## config.mk

```make
export PLATFORM = sky130hd
export DESIGN_NAME = multi_lamp_blink_timer_top
export DESIGN_NICKNAME = d
export VERILOG_FILES = /design/src/mlbt_pkg.sv /design/src/multi_lamp_blink_timer_top.sv
export SDC_FILE = /design/constraint.sdc
export NUM_CORES = 1
export LEC_CHECK = 0
export BUFFER_PORTS_ARGS = -buffer_cell sky130_fd_sc_hd__buf_2
export CORE_MARGIN = 1.5
export CORE_UTILIZATION = 41
export CTS_CLUSTER_DIAMETER = 100
export DETAILED_ROUTE_END_ITERATION = 7
export GPL_TIMING_DRIVEN = 0
export SLEW_MARGIN = 30
export SYNTH_ARGS = -nofsm -noshare
export SYNTH_HDL_FRONTEND = slang
export SYNTH_SLANG_ARGS = --single-unit
```

## constraint.sdc

```tcl
create_clock -name i_clk -period 6 [get_ports i_clk]
set_input_delay 0.6 -clock i_clk [delete_from_list [all_inputs] [get_ports i_clk]]
set_output_delay 0.6 -clock i_clk [all_outputs]
set_load 0.02 [all_outputs]
```

## src/mlbt_pkg.sv

```systemverilog
package mlbt_pkg;

    localparam int NUM_LAMPS = 8;
    localparam int IDX_W     = (NUM_LAMPS > 1) ? $clog2(NUM_LAMPS) : 1;
    localparam int TIME_W    = 16;
    localparam int CNT_W     = 17;
    localparam int SEL_W     = 3;

    localparam logic [TIME_W-1:0] TIME_HOLD  = 16'hFFFF;
    localparam logic [TIME_W-1:0] TIME_LIMIT = 16'd60000;
    localparam logic [TIME_W-1:0] TIME_OFF   = 16'd0;

    localparam logic OP_TICK = 1'b0;
    localparam logic OP_SET  = 1'b1;

    typedef struct packed {
        logic [TIME_W-1:0] on_dur;
        logic [TIME_W-1:0] off_dur;
        logic [CNT_W-1:0]  on_cnt;
        logic [CNT_W-1:0]  off_cnt;
    } t_entry;

    typedef enum logic [2:0] {
        S_IDLE = 3'b001,
        S_SET  = 3'b010,
        S_TICK = 3'b100
    } t_state;

    function automatic logic [TIME_W-1:0] f_clamp(input logic [TIME_W-1:0] v);
        logic [TIME_W-1:0] res;
        res = v;
        if (v > TIME_LIMIT && v != TIME_HOLD) begin
            res = TIME_LIMIT;
        end
        return res;
    endfunction

    function automatic logic f_timed(input logic [TIME_W-1:0] v);
        return (v != TIME_OFF) && (v != TIME_HOLD);
    endfunction

endpackage

```

## src/multi_lamp_blink_timer_top.sv

```systemverilog
// Lamp blink timer for NUM_LAMPS lamps. A set word (opcode 1) stores the on and off
// times of one lamp; a tick word (opcode 0) with nonzero elapsed time walks all
// lamps, one per cycle, as the per-lamp state sits in a table with a registered
// read and is read, updated and written back lamp by lamp. Set words for a lamp
// past the table and ticks with zero elapsed time finish at once. busy is high
// while a word is in work; start is taken only while busy is low. Each tick
// with nonzero elapsed time gives one result per lamp in index order on
// o_lamp_index/o_lamp_on, marked by o_valid for one cycle, with o_last on the
// final lamp. The receiver cannot stall: results must be taken in the cycle
// o_valid is high.
module multi_lamp_blink_timer_top (
    input  logic        i_clk,
    input  logic        i_rst_n,
    input  logic        start,
    output logic        busy,
    input  logic        i_opcode,
    input  logic [2:0]  i_lamp_select,
    input  logic [15:0] i_on_time,
    input  logic [15:0] i_off_time,
    input  logic [15:0] i_elapsed,
    output logic        o_valid,
    output logic [2:0]  o_lamp_index,
    output logic        o_lamp_on,
    output logic        o_last
);
    import mlbt_pkg::*;

    localparam logic [IDX_W-1:0] LAST_IDX = IDX_W'(NUM_LAMPS - 1);

    t_state r_state, n_state;

    t_entry r_mem [NUM_LAMPS];
    logic [NUM_LAMPS-1:0] r_vld;

    t_entry            r_rdata;
    logic              r_rd_vld;
    logic [IDX_W-1:0]  rd_addr;

    logic [IDX_W-1:0]  r_idx, n_idx;
    logic [TIME_W-1:0] r_on_time, r_off_time, r_elapsed;

    logic              wr_en;
    t_entry            wr_data;
    t_entry            cur;
    t_entry            tick_e;
    logic              tick_on;

    logic              accept;
    logic              sel_ok;

    logic              r_valid;
    logic [2:0]        r_lamp_index;
    logic              r_lamp_on;
    logic              r_last;

    assign busy   = (r_state != S_IDLE);
    assign accept = start && !busy;
    assign sel_ok = (32'(i_lamp_select) < NUM_LAMPS);
    assign cur    = r_rd_vld ? r_rdata : '0;

    // per-lamp update for a tick
    always_comb begin
        logic [CNT_W-1:0] dt;
        logic [CNT_W-1:0] on_p;
        logic [CNT_W-1:0] off_p;
        dt      = CNT_W'(r_elapsed);
        on_p    = cur.on_cnt + dt;
        off_p   = cur.off_cnt + dt;
        tick_e  = cur;
        tick_on = 1'b1;
        if (cur.on_dur == TIME_OFF) begin
            tick_on = 1'b0;
        end else if (f_timed(cur.on_dur) && f_timed(cur.off_dur)) begin
            if (cur.on_cnt < CNT_W'(cur.on_dur)) begin
                tick_e.on_cnt = on_p;
                tick_on       = 1'b1;
            end else if (cur.off_cnt < CNT_W'(cur.off_dur)) begin
                tick_e.off_cnt = off_p;
                tick_on        = 1'b0;
            end else begin
                tick_e.on_cnt  = dt;
                tick_e.off_cnt = '0;
                tick_on        = 1'b0;
            end
        end else if (f_timed(cur.on_dur) && cur.off_dur == TIME_HOLD) begin
            if (cur.on_cnt < CNT_W'(cur.on_dur)) begin
                tick_e.on_cnt = on_p;
                tick_on       = 1'b1;
            end else begin
                tick_on = 1'b0;
            end
        end else if (cur.on_dur == TIME_HOLD && f_timed(cur.off_dur)) begin
            if (cur.off_cnt < CNT_W'(cur.off_dur)) begin
                tick_e.off_cnt = off_p;
                tick_on        = 1'b0;
            end else begin
                tick_on = 1'b1;
            end
        end
    end

    always_comb begin
        n_state = r_state;
        n_idx   = r_idx;
        rd_addr = r_idx;
        wr_en   = 1'b0;
        wr_data = tick_e;
        case (r_state)
            S_IDLE: begin
                if (accept) begin
                    if (i_opcode == OP_SET) begin
                        rd_addr = IDX_W'(i_lamp_select);
                        n_idx   = IDX_W'(i_lamp_select);
                        if (sel_ok) begin
                            n_state = S_SET;
                        end
                    end else begin
                        rd_addr = '0;
                        n_idx   = '0;
                        if (i_elapsed != '0) begin
                            n_state = S_TICK;
                        end
                    end
                end
            end
            S_SET: begin
                wr_en           = 1'b1;
                wr_data         = cur;
                wr_data.on_dur  = r_on_time;
                wr_data.off_dur = r_off_time;
                if (f_timed(r_on_time) && r_off_time == TIME_HOLD) begin
                    wr_data.on_cnt = '0;
                end
                if (r_on_time != TIME_HOLD && f_timed(r_off_time)) begin
                    wr_data.off_cnt = '0;
                end
                n_state = S_IDLE;
            end
            S_TICK: begin
                wr_en   = 1'b1;
                wr_data = tick_e;
                if (r_idx == LAST_IDX) begin
                    n_state = S_IDLE;
                end else begin
                    n_idx   = r_idx + 1'b1;
                    rd_addr = r_idx + 1'b1;
                end
            end
            default: begin
                n_state = S_IDLE;
            end
        endcase
    end

    always_ff @(posedge i_clk) begin
        if (!i_rst_n) begin
            r_state <= S_IDLE;
            r_vld   <= '0;
            r_valid <= 1'b0;
        end else begin
            r_state <= n_state;
            if (wr_en) begin
                r_vld[r_idx] <= 1'b1;
            end
            r_valid <= (r_state == S_TICK);
        end
    end

    // table storage and registered read
    always_ff @(posedge i_clk) begin
        if (wr_en) begin
            r_mem[r_idx] <= wr_data;
        end
        r_rdata  <= r_mem[rd_addr];
        r_rd_vld <= r_vld[rd_addr];
    end

    always_ff @(posedge i_clk) begin
        r_idx        <= n_idx;
        r_lamp_index <= 3'(r_idx);
        r_lamp_on    <= tick_on;
        r_last       <= (r_idx == LAST_IDX);
        if (accept) begin
            r_on_time  <= f_clamp(i_on_time);
            r_off_time <= f_clamp(i_off_time);
            r_elapsed  <= i_elapsed;
        end
    end

    assign o_valid      = r_valid;
    assign o_lamp_index = r_lamp_index;
    assign o_lamp_on    = r_lamp_on;
    assign o_last       = r_last;

endmodule

```

==> results of run 1 <==
## layer usage
metal / wire, um / up-vias
li1: - / 9481
met1: 35500 / 10081
met2: 39200 / 830
met3: 6420 / 169
met4: 3330 / 2
met5: 80 / -
## layout make-up
class	instances	area (um2)
Multi-Input combinational cell	1684	8870
Sequential cell	663	19000
Clock buffer	99	2000
Timing Repair Buffer	106	1080
Buffer	147	601
Tap cell	931	1160
Fill cell	6129	35300
Clock inverter	31	382
Inverter	30	115
## how the worst max path moves through the flow
stage	from	endpoint	slack, ns	cells past startpoint
after global routing	r_rd_vld	r_mem[4][8]	0.02	16
after global placement	r_state[1]	r_mem[0][31]	-4.75	3
after floorplan	r_state[1]	r_mem[0][0]	0.07	3
final	r_rd_vld	r_mem[4][8]	0.22	14
after detailed placement	r_rd_vld	r_mem[2][7]	-0.24	14
after CTS	r_rd_vld	r_mem[1][14]	0.01	14
## flip-flops by register name, indices dropped and copies added (netlist names)
name          count
o_lamp_index      3
r_state           3
r_rd_vld          1
r_off_time       16
r_idx             3
o_lamp_on         1
r_vld             8
r_mem           528
o_last            1
r_on_time        16
o_valid           1
r_rdata          66
r_elapsed        16
## cell usage in the layout, fill, tap and decap left out, types with 38 or more instances in the layout
cell	Yosys	layout
clkbuf_1	112	122
ha_1	53	53
a21oi_1	38	38
nand2_1	729	729
dfxtp_1	87	87
edfxtp_1	576	576
and2_1	41	41
buf_2	13	74
clkbuf_16	0	73
nand3_1	364	364
o21ai_0	116	106
## stage by stage
stage	power [uW]	TNS, ns	instance area (um2)	util, %
after global routing	15600	0	33300	48.5
after global placement	10300	-881.62	29900	43.6
after CTS	14900	0	33200	48.4
final	14900	0	33300	48.5
after detailed placement	10400	-12.20	30800	44.9
after floorplan	8670	0	28400	-
## worst reg2reg max path, stage by stage (launching register included)
cell and delay, ns:
dfxtp_1 0.49, buf_4 0.25, buf_4 0.23, buf_2 0.31
clkbuf_2 0.41, clkbuf_1 0.52, nand2_1 0.30, ha_1 0.39
o2111ai_1 0.13, a211o_1 0.34, o21ai_1 0.43, a21boi_0 0.27
nor4_2 0.56, nand2_1 0.12, o221ai_1 0.72
## power by group through the flow
stage / clock [uW] / combinational [uW] / sequential [uW]
2_1_floorplan: 0 / 2690 / 5980
6_report: 4460 / 4410 / 6020
3_5_place_dp: 0 / 4310 / 6100
4_1_cts: 4530 / 4350 / 6010
5_1_grt: 4700 / 4820 / 6050
3_3_place_gp: 0 / 4190 / 6110
## repair_timing
item	in CTS	in global routing
hold buffers	0	0
resized for setup	3	14
setup endpoints to repair	128	152
pin swaps	0	0
## cells by family (layout without fill, tap and decap cells)
kind of cell	count (synthesis)	count (layout)	synth area share [%]
buffers and inverters	177	413	2.47
muxes	2	2	0.0748
xor gates and xnor gates	32	32	0.985
adders and majority gates	59	59	2.62
DFF	663	663	66.9
AOI/OAI and AO/OA	299	299	6.82
and+or+nand+nor	1292	1292	20.1
==> key figures, run 1 <==
Status
  – Status: complete, no violations

Hold path
  – HP Class: in -> reg
  – Hold Path Stages: 1
  – Hold Crit Start: i_elapsed[9]
  – Hold Path End: r_elapsed[9]

Timing
  – Hold slack: 0.171 ns
  – Post-route minimum period: between 5 and 6 ns
  – Slew HR: 29.3%
  – Worst-Margin Slew: 1.06 ns
  – # setup viols final: 0
  – Fin. max-slew vios: 0
  – Final WS setup: 0.225 ns
  – Clock Skew: between 0.02 and 0.025 ns
  – Final Hold Viols: 0
  – Max Fclk: 173 MHz
  – RSZ-0062 raised after global routing: false
  – Crit share post-route: 96.3%

Die
  – Row count: 96
  – Die Y: approximately 270 um
  – Ports: 62
  – Starting density of the core: about two fifths
  – CORE AREA: 0.0686 mm2
  – Die footprint: ~0.071 mm2
  – Die W: 266 um

Pwr
  – Internal power: 9620 uW
  – Flop pwr share: 40.4%
  – Clock network power share: 29.9%
  – IR drop worst, VDD: 0.240 mV
  – Part of the power in combinational logic: between 20 and 30%
  – Lkg Pwr: 0.0123 uW
  – Power Density: 448 mW/mm2
  – NetSw: between 5000 and 6000 uW
  – Switching fraction of total power: 35.4%

Synthesis
  – Most frequent cells after synthesis: nand2_1 (729), edfxtp_1 (576), nand3_1 (364), o21ai_0 (116), clkbuf_1 (112)
  – Post-synthesis cell type count: 79
  – Share of synthesized registers carrying an async set or reset: 0%
  – Synthesis Warnings: 0
  – Cell taking the most area after synthesis: edfxtp_1
  – Post-Syn Area: 0.0284 mm2
  – Top-count cell post-synth: nand2_1
  – Number of flops mapped to enable cells by yosys: 576
  – Avg Cell Area, Syn: 11.3 um2
  – Mapped Nets: 2634
  – Yosys top cell area share: 60.8%
  – Syn Inst Count: roughly 2.5k
  – Main area contributors after synthesis: edfxtp_1 (61%), nand2_1 (9.6%), nand3_1 (6.4%)
  – Synth Flop Type: edfxtp_1
  – Register area share after synthesis: about 67%
  – Synth Register Bits: 663

Placement
  – GPL Wtd Cong: just under 1
  – Placed cells: 3561
  – Dpl hpwl: roughly 60 mm
  – Port Buffers: 61
  – Dpl ws: -0.241 ns

Clock network
  – Depth of the CTS H-tree: 3
  – Clock sink total: 663
  – Worst-Skew Late Latency: about 0.63 ns
  – # Post-CTS Setup Buffers: 0
  – CTS root buf: clkbuf_16
  – CTS clk-pin slew, worst paths: 0.06 ns
  – CTS tree: built
  – Inserted Clock Buffers: 71
  – Clock tree buffer depth: 3

Routing
  – Final ANT Viol Nets: 0
  – Vias: ~21k
  – Initial DRC count: 1793
  – Vias per cell: ~5.6
  – DRC: 0
  – Detailed Route WL: about 85 mm
  – TritonRoute pass-1 iters: 7
  – Routed wire length per instance: 22.9 um

Global routing
  – Largest net degree at the start of global routing: 52
  – First-pass GRT wire length: ~130 mm
  – Busiest grt layer: met2
  – GRT met3 Usage: around 5.2%
  – Initial antenna violation count: 3
  – Grt met2 use: between 30% and 40%
  – Vias in the first global route: 20.0k
  – Global-route usage over all layers: approximately a quarter
  – Met1 Use GR: approximately a third
  – Total grt overflow: 0

Critical path
  – Largest stage delay, worst path: 0.72 ns
  – Flop-to-flop setup slack: 0.22 ns
  – FF-to-FF End: r_mem[4][8]
  – Crit path kind: reg -> reg
  – Startpoint class of the critical path: flip-flop
  – Crit Path Max Fanout: 10
  – CP max-delay cell: o221ai_1
  – CP Data Arrival Time: 6.07 ns
  – Crit. End Element: flip-flop
  – Crit path max-delay family: compound AO/OA/AOI/OAI gates
  – Bufs and invs on worst path: 5
  – Required time worst endpoint: ~6.3 ns
  – Critical R2R Launch: r_rd_vld
  – Register-to-Register Path Depth: 14
  – Worst-path cell chain: buf_4, buf_4, buf_2, clkbuf_2, clkbuf_1, nand2_1, ha_1, o2111ai_1, a211o_1, o21ai_1, a21boi_0, nor4_2, nand2_1, o221ai_1

Finish
  – # diodes: 0
  – Nets: around 2.8k
  – Layout cells sized above 1: between 10% and 20%
  – Area Growth Syn to Fin: 16.9%
  – Final Non-Filler Cells: 3691

Flow run
  – Max-cap violation count: 0
No activity file was read; power rests on OpenSTA's default activity.
==> run 2: changes to the inputs <==
==> constraint.sdc (replaced) <==
create_clock -name i_clk -period 7.4 [get_ports i_clk]
set_input_delay 0.74 -clock i_clk [delete_from_list [all_inputs] [get_ports i_clk]]
set_output_delay 0.74 -clock i_clk [all_outputs]
set_load 0.02 [all_outputs]
==> key figures, run 2 (same netlist as run 1, synthesis figures left out) <==
Finish
  – Most frequent cells in the layout: nand2_1 (729), edfxtp_1 (576), nand3_1 (364), clkbuf_1 (125), o21ai_0 (107)
  – Fin area: 0.0332 mm2 (-0.21%)
  – Most common cell after layout, fill and taps aside: nand2_1
  – Nets: 2813 (unchanged)
  – Area Growth Syn to Fin: 16.6%
  – Largest registers: r_mem x528, r_rdata x66
  – Layout cells sized above 1: 9.53% (-0.51 points)
  – Largest register FFs: 528 (unchanged)
  – # diodes: 0 (unchanged)
  – Final Non-Filler Cells: 3691 (unchanged)
  – Largest register by flop count: r_mem

Die
  – Starting density of the core: 41.5% (unchanged)
  – Die W: 266 um (unchanged)
  – Die Y: 266 um (unchanged)
  – Ports: 62 (unchanged)
  – Die footprint: 0.0710 mm2 (unchanged)
  – CORE AREA: 0.0686 mm2 (unchanged)
  – Row count: 96 (unchanged)

Placement
  – Dpl hpwl: 59.7 mm (unchanged)
  – Port Buffers: 61 (unchanged)
  – Area after DPL: 0.0308 mm2 (unchanged)
  – Placed cells: 3561 (unchanged)
  – GPL Wtd Cong: 0.969 (unchanged)

Hold path
  – Hold Crit Start: i_elapsed[9]
  – Hold Path Stages: 1 (unchanged)
  – HP Class: in -> reg
  – Hold Path End: r_elapsed[9]

Critical path
  – Required time worst endpoint: 7.67 ns (+1.38 ns)
  – CP Data Arrival Time: 6.67 ns (+0.60 ns)
  – Critical R2R Launch: r_rd_vld
  – Register-to-Register Path Depth: 18 (+4)
  – Flop-to-flop setup slack: 1.00 ns (+0.78 ns)
  – Startpoint class of the critical path: flip-flop
  – Crit. End Element: flip-flop
  – FF-to-FF End: r_mem[2][30]
  – Crit path kind: reg -> reg
  – Crit Path Max Fanout: 10 (unchanged)

Timing
  – RSZ-0062 raised after global routing: false
  – # setup viols final: 0 (unchanged)
  – Slew HR: 30.2% (+0.90 points)
  – Worst-Margin Slew: 1.05 ns (-0.0135 ns)
  – Crit share post-route: 86.4% (-9.8 points)
  – Fin. max-slew vios: 0 (unchanged)
  – Clock Skew: 0.0197 ns (-0.00251 ns)
  – Final Hold Viols: 0 (unchanged)
  – Post-route minimum period: 6.40 ns (+0.621 ns)
  – Max Fclk: 156 MHz (-9.7%)

Pwr
  – IR drop worst, VDD: 0.194 mV (-19%)
  – Lkg Pwr: 0.0123 uW (-0.18%)
  – Power Density: 363 mW/mm2 (-19%)

Routing
  – Routed wire length per instance: 22.9 um (about the same)
  – Vias: 20.6k (+0.097%)
  – Vias per cell: 5.58 (about the same)
  – Final ANT Viol Nets: 0 (unchanged)
  – Detailed Route WL: 84.5 mm (about the same)
  – TritonRoute pass-1 iters: 7 (unchanged)
  – Initial DRC count: 1762 (-1.7%)
  – DRC: 0 (unchanged)

Status
  – Status: complete, no violations

Global routing
  – First-pass GRT wire length: 126 mm (about the same)
  – Initial antenna violation count: 3 (unchanged)
  – Largest net degree at the start of global routing: 52 (unchanged)
  – Vias in the first global route: 20.0k (-0.030%)
  – Total grt overflow: 0 (unchanged)
  – Global-route usage over all layers: 24.0% (about the same)

Flow run
  – Max-cap violation count: 0 (unchanged)

Clock network
  – CTS tree: built
  – CTS clk-pin slew, worst paths: 0.06 ns (about the same)
  – Post-CTS Hold Buffers: 0 (unchanged)
  – Cts repair resizes: 0 (-3)
  – Clock sink total: 663 (unchanged)
  – CTS root buf: clkbuf_16
  – # Post-CTS Setup Buffers: 0 (unchanged)
  – Inserted Clock Buffers: 71 (unchanged)
  – Worst-Skew Late Latency: 0.63 ns (about the same)
  – Depth of the CTS H-tree: 3 (unchanged)
  – Clock tree buffer depth: 3 (unchanged)
run 2: cell count changes in the layout (fill, tap and decap cells not counted):
| cell | before | now |
|---|---|---|
| o21ai_0 | 106 | 107 |
| a211oi_1 | 7 | 8 |
| o22ai_1 | 9 | 19 |
| o21ai_1 | 11 | 10 |
| a211oi_2 | 1 | 0 |
| clkbuf_2 | 8 | 5 |
| o22ai_2 | 10 | 0 |
| clkbuf_1 | 122 | 125 |
run 2: report_power, final:
part / switching (uW) / internal [uW]
logic: 2540 / 1010
registers: 230 / 4650
clock network: 1480 / 2130
run 2: metal layers:
metal | vias to the layer above | share of wire [%] | GRT usage [%]
li1 | 9483 | - | -
met1 | 10111 | 42 | 31.7
met2 | 822 | 46 | 38.6
met3 | 165 | 7.5 | 5.18
met4 | 2 | 3.9 | 9.49
met5 | - | 0.095 | 0.832
run 2: how the worst max path moves through the flow:
stage / startpoint / endpoint / slack (ns) / cells past startpoint
after floorplan: r_state[1] / r_mem[0][0] / 1.47 / 3
after global placement: r_state[1] / r_mem[0][31] / -3.35 / 3
after detailed placement: r_rd_vld / r_mem[2][7] / 1.16 / 14
after CTS: r_rd_vld / r_mem[4][7] / 1.14 / 14
after global routing: r_rd_vld / r_mem[5][7] / 0.79 / 14
final: r_rd_vld / r_mem[2][30] / 1.00 / 18
run 2: layout make-up:
cell class              instances  area (um2)
clock inverters                31         382
inverters                      30         115
fillers                      6142       35400
repair buffers                106        1080
clock buffers                  99        2000
multi-input cells            1684        8800
well taps                     931        1160
flip-flops and latches        663       19000
plain buffers                 147         597
run 2: critical path: stages, from the launching register on:
cell and delay (ns):
dfxtp_1 0.49, buf_4 0.25, buf_4 0.23, buf_2 0.31, clkbuf_1 0.65, clkbuf_1 0.53
nand2_1 0.30, ha_1 0.38, a21o_1 0.17, a21o_1 0.18, a21oi_1 0.16, o21a_1 0.15
o21ai_0 0.28, nor2b_1 0.22, clkbuf_1 0.31, nor2_1 0.19, buf_2 0.24, a2bb2oi_1 0.16
a211oi_1 0.83
run 2: stage by stage:
step / hold WS [ns] / utilization (%) / setup WS (ns) / power [uW] / setup TNS, ns
4_1_cts: 0.288 / 48.4 / 1.14 / 12100 / 0
3_5_place_dp: 0.453 / 44.9 / 1.16 / 8440 / 0
6_report: 0.313 / 48.4 / 1.00 / 12000 / 0
5_1_grt: 0.298 / 48.4 / 0.795 / 12600 / 0
3_3_place_gp: 0.428 / 43.6 / -3.35 / 8350 / -424.81
2_1_floorplan: 0.399 / - / 1.47 / 7030 / 0
